$ cat config.mk
export PLATFORM = sky130hd
export DESIGN_NAME = frame_deframer_delim_or_length_core
export DESIGN_NICKNAME = d
export VERILOG_FILES = /design/src/fdd_pkg.sv /design/src/frame_deframer_delim_or_length_core.sv
export SDC_FILE = /design/constraint.sdc
export NUM_CORES = 1
export LEC_CHECK = 0
export ABC_CLOCK_PERIOD_IN_PS = 1900
export BUFFER_PORTS_ARGS = -buffer_cell sky130_fd_sc_hd__buf_2
export CORE_ASPECT_RATIO = 1.75
export CORE_MARGIN = 1.5
export CORE_UTILIZATION = 40
export DETAILED_ROUTE_END_ITERATION = 10
export GPL_TIMING_DRIVEN = 0
export HOLD_SLACK_MARGIN = 0.03
export SYNTH_ARGS = -nofsm -noshare
export SYNTH_HDL_FRONTEND = slang
export SYNTH_SLANG_ARGS = --single-unit
$ cat constraint.sdc
create_clock -name clk -period 1.9 [get_ports clk]
set_input_delay 0.19 -clock clk [delete_from_list [all_inputs] [get_ports clk]]
set_output_delay 0.19 -clock clk [all_outputs]
set_load 0.01 [all_outputs]
$ cat src/fdd_pkg.sv
package fdd_pkg;

  localparam logic [7:0] FLAG_A = 8'hC0;
  localparam logic [7:0] FLAG_B = 8'h7E;

  localparam int unsigned BYTE_W = 8;
  localparam int unsigned LEN_W  = 2 * BYTE_W;

  typedef enum logic [1:0] {
    MODE_FLAG_C0 = 2'd0,
    MODE_FLAG_7E = 2'd1,
    MODE_LENGTH  = 2'd2,
    MODE_NONE    = 2'd3
  } mode_t;

  typedef enum logic [3:0] {
    PH_START   = 4'b0001,
    PH_FLAG    = 4'b0010,
    PH_LENLO   = 4'b0100,
    PH_LENDATA = 4'b1000
  } phase_t;

endpackage

$ cat src/frame_deframer_delim_or_length_core.sv
// Byte-stream deframer: cuts a raw byte stream into frames.
// Channels: input bytes on in_valid/in_ready/in_byte; result bytes on
// out_valid/out_ready/out_byte with frame_end set on the last byte of a frame;
// frame_mode is written through cfg_valid/cfg_ready (always ready).
// Modes: 0 frames delimited by flag 0xC0, 1 by flag 0x7E (opening and closing
// flags are passed on, bytes outside a frame are dropped), 2 a two-byte
// big-endian length header followed by that many bytes, 3 drops everything.
// An accepted byte is held in the input register, and its result is loaded
// into the output register when the input register advances, which waits
// while the output register holds a stalled beat. Header and dropped bytes
// give no result beat.
// Throughput: one byte per cycle, sustained, while out_ready is high; the
// limit is the single phase/length update done per input register advance.
// Reset clears the mode to 0 and restarts framing (hunting / length high).
// Any mode write restarts framing too; write it only while the block is idle.
// When the receiver stalls, the output register holds its beat and the input
// register holds one more byte; in_ready then drops until out_ready returns.
module frame_deframer_delim_or_length_core (
  input  logic                             clk,
  input  logic                             rst,
  input  logic                             cfg_valid,
  output logic                             cfg_ready,
  input  logic [1:0]                       frame_mode,
  input  logic                             in_valid,
  output logic                             in_ready,
  input  logic [fdd_pkg::BYTE_W-1:0]       in_byte,
  output logic                             out_valid,
  input  logic                             out_ready,
  output logic [fdd_pkg::BYTE_W-1:0]       out_byte,
  output logic                             frame_end
);

  fdd_pkg::mode_t                mode;
  fdd_pkg::phase_t               phase;
  fdd_pkg::phase_t               phase_next;
  logic [fdd_pkg::LEN_W-1:0]     bytes_left;
  logic [fdd_pkg::LEN_W-1:0]     bytes_left_next;
  logic [fdd_pkg::BYTE_W-1:0]    length_high;
  logic [fdd_pkg::BYTE_W-1:0]    length_high_next;

  logic                          s1_valid;
  logic [fdd_pkg::BYTE_W-1:0]    s1_byte;
  logic                          s1_advance;

  logic                          emit;
  logic                          emit_end;
  logic [fdd_pkg::BYTE_W-1:0]    flag;
  logic [fdd_pkg::LEN_W-1:0]     left_dec;
  logic [fdd_pkg::LEN_W-1:0]     header_len;

  assign cfg_ready  = 1'b1;
  assign s1_advance = s1_valid && (!out_valid || out_ready);
  assign in_ready   = !s1_valid || s1_advance;

  assign flag       = (mode == fdd_pkg::MODE_FLAG_C0) ? fdd_pkg::FLAG_A : fdd_pkg::FLAG_B;
  assign left_dec   = bytes_left - fdd_pkg::LEN_W'(1);
  assign header_len = {length_high, s1_byte};

  always_comb begin
    phase_next       = phase;
    bytes_left_next  = bytes_left;
    length_high_next = length_high;
    emit             = 1'b0;
    emit_end         = 1'b0;
    unique case (mode) inside
      fdd_pkg::MODE_FLAG_C0, fdd_pkg::MODE_FLAG_7E: begin
        if (phase == fdd_pkg::PH_FLAG) begin
          emit = 1'b1;
          if (s1_byte == flag) begin
            emit_end   = 1'b1;
            phase_next = fdd_pkg::PH_START;
          end
        end else if (s1_byte == flag) begin
          emit       = 1'b1;
          phase_next = fdd_pkg::PH_FLAG;
        end else begin
          phase_next = fdd_pkg::PH_START;
        end
      end
      fdd_pkg::MODE_LENGTH: begin
        if (phase == fdd_pkg::PH_LENLO) begin
          bytes_left_next = header_len;
          phase_next      = (header_len == '0) ? fdd_pkg::PH_START : fdd_pkg::PH_LENDATA;
        end else if (phase == fdd_pkg::PH_LENDATA) begin
          emit            = 1'b1;
          bytes_left_next = left_dec;
          if (left_dec == '0) begin
            emit_end   = 1'b1;
            phase_next = fdd_pkg::PH_START;
          end
        end else begin
          length_high_next = s1_byte;
          phase_next       = fdd_pkg::PH_LENLO;
        end
      end
      default: begin
      end
    endcase
  end

  always_ff @(posedge clk) begin
    if (rst) begin
      mode        <= fdd_pkg::MODE_FLAG_C0;
      phase       <= fdd_pkg::PH_START;
      bytes_left  <= '0;
      length_high <= '0;
    end else if (cfg_valid && cfg_ready) begin
      mode        <= fdd_pkg::mode_t'(frame_mode);
      phase       <= fdd_pkg::PH_START;
      bytes_left  <= '0;
      length_high <= '0;
    end else if (s1_advance) begin
      phase       <= phase_next;
      bytes_left  <= bytes_left_next;
      length_high <= length_high_next;
    end
  end

  always_ff @(posedge clk) begin
    if (rst) begin
      s1_valid <= 1'b0;
    end else if (in_ready) begin
      s1_valid <= in_valid;
    end
  end

  always_ff @(posedge clk) begin
    if (in_valid && in_ready) begin
      s1_byte <= in_byte;
    end
  end

  always_ff @(posedge clk) begin
    if (rst) begin
      out_valid <= 1'b0;
    end else if (s1_advance) begin
      out_valid <= emit;
    end else if (out_ready) begin
      out_valid <= 1'b0;
    end
  end

  always_ff @(posedge clk) begin
    if (s1_advance && emit) begin
      out_byte  <= s1_byte;
      frame_end <= emit_end;
    end
  end

  a_len_nonzero: assert property (@(posedge clk) disable iff (rst)
    (phase == fdd_pkg::PH_LENDATA) |-> (bytes_left != '0))
    else $error("length frame open with no bytes left");

  a_close_flag: assert property (@(posedge clk) disable iff (rst)
    (out_valid && frame_end && (mode == fdd_pkg::MODE_FLAG_C0)) |-> (out_byte == fdd_pkg::FLAG_A))
    else $error("frame closed on a byte that is not the flag");

  a_stall_block: assert property (@(posedge clk) disable iff (rst)
    (out_valid && !out_ready && s1_valid) |-> !in_ready)
    else $error("input taken while both registers are full");

  a_end_restart: assert property (@(posedge clk) disable iff (rst)
    (s1_advance && emit_end && !cfg_valid) |=> (phase == fdd_pkg::PH_START))
    else $error("framing did not restart after a frame end");

endmodule
==> results of run 1 <==
## synthesized netlist by cell type, types with 2 or more instances
cell type,number
nand3b_1,3
o41ai_1,4
o21ai_0,7
buf_2,2
nor4b_1,3
and3b_1,2
a21oi_1,25
nand2b_1,4
a21o_1,3
o22ai_1,3
mux2i_1,10
ha_1,2
nor3_1,15
a22oi_1,4
or2_2,2
nand4_1,8
nor2_1,44
o21a_1,3
nor4_1,6
nand3_1,5
xor2_1,3
or3_1,5
a211oi_1,6
nor2b_1,3
clkbuf_1,14
nand2_1,25
edfxtp_1,17
inv_1,6
a31oi_1,4
o211ai_1,2
dfxtp_1,32
o21ai_1,5
## repair_timing
item                       4_1_cts  5_1_grt
pin swaps                        8       10
resized for setup               44       40
hold endpoints to repair         0        6
cloned                           0        1
setup endpoints to repair       38       31
hold buffers                     0        6
setup buffers                   14       14
## layer usage
layer,vias to the layer above,share of wire (%),GRT usage (%)
met5,-,0,0
met4,0,4.2,12.4
met3,28,3.9,3.28
met2,97,56,42.0
met1,1229,36,22.7
li1,1232,-,-
## cells by family (layout without fill, tap and decap cells)
kind of cell / count (synthesis) / after routing / share of synthesized area (%)
simple gates: 134 / 134 / 26.3
compound gates: 76 / 76 / 19.1
flops: 49 / 49 / 44.5
buf+inv: 25 / 90 / 4.16
mux: 10 / 10 / 3.87
xor+xnor: 3 / 3 / 1.02
fa+ha+maj: 2 / 2 / 0.967
other cells: 1 / 1 / 0.145
## flip-flops by register name, summed over array words and instances (netlist names)
signal       flops
s1_valid         1
s1_byte          8
out_byte         8
frame_end        1
length_high      8
out_valid        1
bytes_left      16
phase            4
mode             2
## power groups by stage
stage	clock network (mW)	logic (mW)	registers [mW]
floorplan	0	0.0507	1.15
global placement	0	0.0805	1.16
detailed placement	0	0.0813	1.16
CTS	0.690	0.0954	1.13
global route	0.725	0.136	1.13
finish	0.675	0.126	1.13
## worst register-to-register path, cell delays in order (launching register included)
cell and delay [ns]:
dfxtp_4 0.36, or3_1 0.38, buf_6 0.14, or4_4 0.44, a311oi_4 0.25, o2111ai_2 0.20
o21a_1 0.23, nor2_1 0.07
## final timing paths
kind	startpoint	to	cells past startpoint
max	bytes_left[4]	phase[0]	7
min reg2reg	out_valid	out_valid	2
min	in_byte[5]	s1_byte[5]	1
max reg2reg	bytes_left[4]	phase[0]	7
## final cells by class
class / count / area, um^2 / area share [%]
timing repair buffer: 59 / 412 / 11.7
inverter: 6 / 27.5 / 0.782
tap: 80 / 100 / 2.84
multi-input combinational: 226 / 1590 / 45.2
timing repair inverter: 1 / 7.51 / 0.213
buffer: 16 / 118 / 3.34
clock inverter: 3 / 28.8 / 0.817
sequential: 49 / 1170 / 33.2
clock buffer: 5 / 68.8 / 1.95
==> results.ini, run 1 <==
[status]
status = finished, violations left
violations = negative setup slack

[sta]
period_share_pct = 111
tns_ns = -0.599
timing.hold.ws_ns = 0.0470
fin_crit_ns = 2.12
tightest_slew_ns = 0.651
grt_setup_unrepaired = true
setup_slack_ns = -0.217
fin_worst_skew_ns = 0.00531
finalMaxSlewViolations = 0
finalSetupViolCount = 5
fmax_ghz = 0.472
slew_headroom_pct = 56.6
hold_viol_final = 0

[synth]
seq_area_frac_synth_pct = 44.5
syn-cell-area_um2 = 2590
yosys.area.top_type_share_pct = 24.8
synth_cells = 300
synth_edf_count = 17
synth_cell_types = 55
ys_warn_count = 0
ys_ff_latch = 49
syn_area_per_cell_um2 = 8.62
async_flop_share_pct = 0
synthTopCellsByArea = dfxtp_1 25%, edfxtp_1 20%, nor2_1 6.4%, a21oi_1 4.8%, mux2i_1 3.9%
synthesis.nets = 317
ys.flop_type = dfxtp_1
yosysTopAreaCell = dfxtp_1

[grt]
grt_pass1_vias = 2417
grt_start_max_net_pins = 19
grt_pass1_wl_um = 11800
antenna_found_initial = 0
grt-ovfl-total = 0
grt_use_total_pct = 22.2

[placement]
globalplace.congestion = 0.864
placed_cells = 405
post-dp-hpwl_um = 5320
place_ws_ns = -0.646
placed_area_um2 = 2830
portBuffers = 25

[worst_setup_path]
cp_num_buf_inv = 1
cp_max_fo = 6
crit_family = simple AND/OR/NAND/NOR gates
required_ns = 2.16
critPathCaptureType = flip-flop
path_class = reg2reg
crit_arrival_ns = 2.37
max_stage_delay_ns = 0.44
crit_slowest_cell = or4_4
r2r_slack_ns = -0.22
crit_chain = or3_1, buf_6, or4_4, a311oi_4, o2111ai_2, o21a_1, nor2_1
startpoint_type = flip-flop

[pwr]
peakVddDrop_v = 0.000656
p_clk_share_pct = 34.9
p_leak_nw = 1.36
p_total_mw = 1.93
p_sw_mw = 0.491
pwr-share-comb_pct = 6.5
seqPwrFrac_pct = 58.5
sw_frac_of_total_pct = 25.4
p_per_area_nw_per_um2 = 549
p_int_mw = 1.44

[die]
die_w_um = 63.8
fp.dieH_um = 109
num_rows = 38
core_area_um2 = 6230
start_util_pct = 41.5
die_area_um2 = 6980
io-pin-count = 27

[route]
drt_iter0_drc = 145
viasPerCell = 5.81
drt-pass1-iter-count = 4
ant_nets = 0
routed_wl_um = 7790
wl_per_cell_um = 17.5
drc = 0
dr_total_vias = 2586

[clocking]
cts_root_buf = clkbuf_8
clock_path_buffers = 2
path_clk_slew_ns = 0.10
htree_levels = 2
clkLatencyLatePin_ns = 0.31
numClockSinks = 49
numCtsBuffers = 5
cts_tree = built

[final_layout]
nNetsFinal = 381
instances_no_fill = 445
layout_common_cells = 44 x nor2_1, 29 x buf_4, 26 x buf_2
n_antenna_cell = 0
mostFrequentLayoutCell = nor2_1
design_area_um2 = 3520
finish.utilization_pct = 56.5
drive_above_1_share_pct = 32.3
syn2layout_area_growth_pct = 36.2
fill_cells = 582

[run]
cap_violations = 0

[min_path]
min_path_type = in2reg

Note: power is estimated with default switching activity, not from simulation.
==> inputs of run 2 (changes only) <==
--- a/config.mk
+++ b/config.mk
@@ -7,12 +7,15 @@
 export LEC_CHECK = 0
 export ABC_CLOCK_PERIOD_IN_PS = 1900
 export BUFFER_PORTS_ARGS = -buffer_cell sky130_fd_sc_hd__buf_2
+export CELL_PAD_IN_SITES_DETAIL_PLACEMENT = 1
+export CELL_PAD_IN_SITES_GLOBAL_PLACEMENT = 1
 export CORE_ASPECT_RATIO = 1.75
 export CORE_MARGIN = 1.5
 export CORE_UTILIZATION = 40
 export DETAILED_ROUTE_END_ITERATION = 10
 export GPL_TIMING_DRIVEN = 0
 export HOLD_SLACK_MARGIN = 0.03
+export PLACE_DENSITY_LB_ADDON = 0.1
 export SYNTH_ARGS = -nofsm -noshare
 export SYNTH_HDL_FRONTEND = slang
 export SYNTH_SLANG_ARGS = --single-unit
==> results.ini, run 2 (synthesis results as in run 1) <==
[worst_setup_path]
r2r_slack_ns = -0.28
worstSetupStartpoint = bytes_left[3]
crit_arrival_ns = 2.45
endpoint = phase[0]
critPathCaptureType = flip-flop
worst-r2r-cell-count = 7
startpoint_type = flip-flop
r2r_end = phase[0]
r2r-start = bytes_left[3]
required_ns = 2.17
path_class = reg2reg
cp_max_fo = 6

[die]
fp.dieH_um = 109
die_area_um2 = 6980
num_rows = 38
core_area_um2 = 6230
start_util_pct = 41.5
io-pin-count = 27
die_w_um = 63.8

[sta]
finalMaxSlewViolations = 0
tightest_slew_ns = 0.622
fmax_ghz = 0.459
hold_viol_final = 0
grt_setup_unrepaired = true
fin_crit_ns = 2.18
period_share_pct = 115
finalSetupViolCount = 12
fin_worst_skew_ns = 0.0144
setup_slack_ns = -0.276
slew_headroom_pct = 58.5

[status]
violations = negative setup slack
status = finished, violations left

[run]
cap_violations = 0

[route]
routed_wl_um = 9470
ant_nets = 0
route.met3.wl_um = 271
wl_per_cell_um = 20.8
drt_iter0_drc = 164
drc = 0
routed.top_layer = met4
drt-pass1-iter-count = 4
viasPerCell = 5.89
dr_total_vias = 2675
route.met2.wl_um = 5330
met1_length_um = 3490

[clocking]
cts_root_buf = clkbuf_8
htree_levels = 2
clkLatencyLatePin_ns = 0.33
path_clk_slew_ns = 0.11
cts_tree = built
numCtsBuffers = 5
numClockSinks = 49
clock_path_buffers = 2

[final_layout]
fill_cells = 730
instances_no_fill = 454
drive_above_1_share_pct = 34.2
nNetsFinal = 390
layout_common_cells = 44 x nor2_1, 35 x buf_4, 25 x dfxtp_1, 25 x buf_2
largest_register = bytes_left
finish.utilization_pct = 58.3
syn2layout_area_growth_pct = 40.4
largest_register_ffs = 16
mostFrequentLayoutCell = nor2_1
n_antenna_cell = 0

[grt]
antenna_found_initial = 0
grt_pass1_vias = 2745
grt-ovfl-total = 0
grt_pass1_wl_um = 13700
grt_start_max_net_pins = 19
grt_use_total_pct = 26.1

[pwr]
p_per_area_nw_per_um2 = 546
p_leak_nw = 1.39
peakVddDrop_v = 0.000577

[placement]
portBuffers = 25
post-dp-hpwl_um = 5870
globalplace.congestion = 0.822
placed_cells = 405

[min_path]
min_path_type = in2reg

-- run 2: cell count changes in the layout (fill, tap and decap cells not counted), moves of 2 or more --
| cell | change |
|---|---|
| clkbuf_2 | +2 |
| nor4_4 | -2 |
| a21oi_2 | -2 |
| nor4_2 | +2 |
| buf_4 | +6 |
| dlygate4sd3_1 | +2 |
-- run 2: metrics by stage --
stage | power [mW] | worst slack (ns) | TNS, ns | cell area (um^2) | hold WS (ns)
final | 1.98 | -0.276 | -1.07 | 3630 | 0.0838
after global routing | 2.04 | -0.392 | -2.79 | 3630 | 0.0936
after CTS | 1.94 | -0.252 | -0.708 | 3350 | 0.0864
after detailed placement | 1.24 | -0.653 | -13.40 | 2830 | 0.368
after global placement | 1.24 | -0.657 | -11.30 | 2830 | 0.366
after floorplan | 1.20 | -0.0970 | -0.241 | 2600 | 0.259
-- run 2: what timing repair did --
item                                    4_1_cts  5_1_grt
resized for setup                            55       32
endpoints found under the setup margin       38       32
setup buffers                                16       20
pin swaps                                    10       19
cloned                                        0        1
hold endpoints to repair                      8        0
hold buffers                                  8        0
-- run 2: worst min-delay path by stage --
stage	start	end	slack (ns)	cells after the start
2_1_floorplan	rst	out_valid	0.26	1
3_3_place_gp	in_byte[6]	s1_byte[6]	0.37	1
3_5_place_dp	in_byte[1]	s1_byte[1]	0.37	1
4_1_cts	rst	mode[1]	0.09	2
5_1_grt	rst	mode[1]	0.09	2
6_report	rst	s1_valid	0.08	2
-- run 2: metal layers --
layer	global-route usage, %	up-vias
li1	-	1251
met1	26.8	1337
met2	48.4	60
met3	3.89	27
met4	16.8	0
met5	0	-
-- run 2: cell type report --
cell class	count	area, um^2	area share (%)
Inverter	6	25.0	0.689
Timing Repair Buffer	69	508	14.0
Timing Repair inverter	1	7.51	0.207
Clock buffer	5	68.8	1.90
Multi-Input combinational cell	226	1620	44.7
Buffer	15	105	2.89
Clock inverter	3	28.8	0.793
Sequential cell	49	1160	32.1
Tap cell	80	100	2.76
-- run 2: critical path: stages (launching register included) --
cell and delay [ns]:
dfxtp_4 0.39, or3_1 0.36, buf_6 0.15, or4_4 0.44
a311oi_4 0.27, o2111ai_4 0.18, o21a_1 0.23, nor2_1 0.10
-- run 2: power breakdown --
part	internal [mW]	switching, mW
sequential	1.10	0.0314
combinational	0.0723	0.0701
clock	0.276	0.428
total	1.45	0.530
==> inputs of run 3 (changes only) <==
--- a/config.mk
+++ b/config.mk
@@ -16,6 +16,7 @@
 export GPL_TIMING_DRIVEN = 0
 export HOLD_SLACK_MARGIN = 0.03
 export PLACE_DENSITY_LB_ADDON = 0.1
+export REMOVE_ABC_BUFFERS = 1
 export SYNTH_ARGS = -nofsm -noshare
 export SYNTH_HDL_FRONTEND = slang
 export SYNTH_SLANG_ARGS = --single-unit
==> results.ini, run 3 (synthesis results as in run 1) <==
[clocking]
cts_tree = built
clkLatencyLatePin_ns = 0.33
clock_path_buffers = 2
numCtsBuffers = 5
cts_root_buf = clkbuf_8
numClockSinks = 49
path_clk_slew_ns = 0.11
htree_levels = 2

[grt]
grt_util_met2_pct = 48.6
use_met3_pct = 3.79
grt_use_total_pct = 25.8
grt_pass1_wl_um = 13700
grt_start_max_net_pins = 29
grt_pass1_vias = 2696
grt-ovfl-total = 0
busiest_layer = met2
met1_usage_pct = 27.0
antenna_found_initial = 0

[pwr]
p_per_area_nw_per_um2 = 568
sw_frac_of_total_pct = 25.9
peakVddDrop_v = 0.000414
seqPwrFrac_pct = 58.1
p_int_mw = 1.44
p_sw_mw = 0.504
pwr-share-comb_pct = 6.5
p_clk_share_pct = 35.4
p_leak_nw = 1.30

[final_layout]
nNetsFinal = 371
fill_cells = 750
syn2layout_area_growth_pct = 32.3
layout_common_cells = 44 x nor2_1, 30 x buf_4, 26 x dfxtp_1, 26 x buf_2, 24 x nand2_1
drive_above_1_share_pct = 31.3
register_area_um2 = 1170
mostFrequentLayoutCell = nor2_1
instances_no_fill = 435
largest_register_ffs = 16
multiInputGateArea_um2 = 1570
design_area_um2 = 3420
n_antenna_cell = 0
largest_register = bytes_left

[min_path]
hold_depth = 1
min_to = s1_byte[4]
min_path_type = in2reg
min-delay-start = in_byte[4]

[route]
wl_per_cell_um = 19.6
dr_total_vias = 2564
ant_nets = 0
drt-pass1-iter-count = 4
routed_wl_um = 8510
viasPerCell = 5.89
drc = 0
drt_iter0_drc = 112

[die]
die_area_um2 = 6980
core_area_um2 = 6230
io-pin-count = 27
start_util_pct = 41.5
num_rows = 38
die_w_um = 63.8
fp.dieH_um = 109

[worst_setup_path]
worst-r2r-cell-count = 6
cp_max_fo = 2
crit_chain = or3_4, or4_4, a311oi_2, o2111ai_2, o21a_1, nor2_1
startpoint_type = flip-flop
required_ns = 2.16
critPathCaptureType = flip-flop
max_stage_delay_ns = 0.50
crit_arrival_ns = 2.35
r2r_end = phase[0]
r2r_slack_ns = -0.19
crit_slowest_cell = or4_4
r2r-start = bytes_left[3]
path_class = reg2reg

[placement]
post-dp-hpwl_um = 5450
placed_area_um2 = 2770
globalplace.congestion = 0.859
placed_cells = 390
portBuffers = 25

[sta]
finalSetupViolCount = 3
slew_headroom_pct = 25.1
grt_setup_unrepaired = true
hold_viol_final = 0
fmax_ghz = 0.478
finalMaxSlewViolations = 0
period_share_pct = 110
fin_worst_skew_ns = 0.00899
fin_crit_ns = 2.09
setup_slack_ns = -0.194
tightest_slew_ns = 1.12

[run]
cap_violations = 0

[status]
status = finished, violations left
violations = negative setup slack

run 3: final cells by class:
| type | instances | share of cell area (%) |
|---|---|---|
| clock buffers | 5 | 2.01 |
| clock inverters | 3 | 0.841 |
| inverters | 6 | 0.731 |
| multi-input cells | 226 | 45.8 |
| flip-flops and latches | 49 | 34.1 |
| well taps | 80 | 2.93 |
| repair buffers | 65 | 13.3 |
| repair inverters | 1 | 0.219 |
run 3: worst max path at each step:
stage	endpoint	start
2_1_floorplan	length_high[0]	phase[0]
3_3_place_gp	length_high[5]	phase[0]
3_5_place_dp	frame_end	bytes_left[0]
4_1_cts	phase[0]	bytes_left[3]
5_1_grt	phase[0]	bytes_left[3]
6_report	phase[0]	bytes_left[3]
run 3: stage by stage:
stage          TNS, ns  hold WS [ns]  setup slack (ns)  util, %  power, mW
2_1_floorplan   -21.57         0.259             -1.28        -       1.19
3_3_place_gp    -57.83         0.367             -3.00     43.8       1.23
3_5_place_dp     -8.56         0.368            -0.712     44.5       1.24
4_1_cts          -1.06        0.0338            -0.263     51.6       1.94
5_1_grt          -1.00        0.0369            -0.256     54.9       2.00
6_report        -0.436        0.0448            -0.194     54.9       1.94
run 3: critical path, delay by kind of cell (launching register included):
kind	cells	cell delay, ns
flip-flops	1	0.36
AND/OR/NAND/NOR	3	0.98
AO/OA/AOI/OAI	3	0.69
run 3: per-layer routing:
layer / vias up / share of wire (%)
li1: 1215 / -
met1: 1274 / 38
met2: 52 / 57
met3: 23 / 2.5
met4: 0 / 3.4
met5: - / 0
run 3: power by group through the flow:
stage / Clock, mW / Sequential [mW] / Combinational (mW)
after floorplan: 0 / 1.15 / 0.0446
after global placement: 0 / 1.16 / 0.0728
after detailed placement: 0 / 1.16 / 0.0754
after CTS: 0.709 / 1.13 / 0.103
after global routing: 0.733 / 1.13 / 0.138
final: 0.688 / 1.13 / 0.126
run 3: timing repair:
item | CTS | global route
cloned | 0 | 1
hold buffers | 5 | 2
resized for setup | 32 | 25
pin swaps | 8 | 10
setup endpoints to repair | 38 | 37
setup buffers | 23 | 6
hold endpoints to repair | 5 | 2
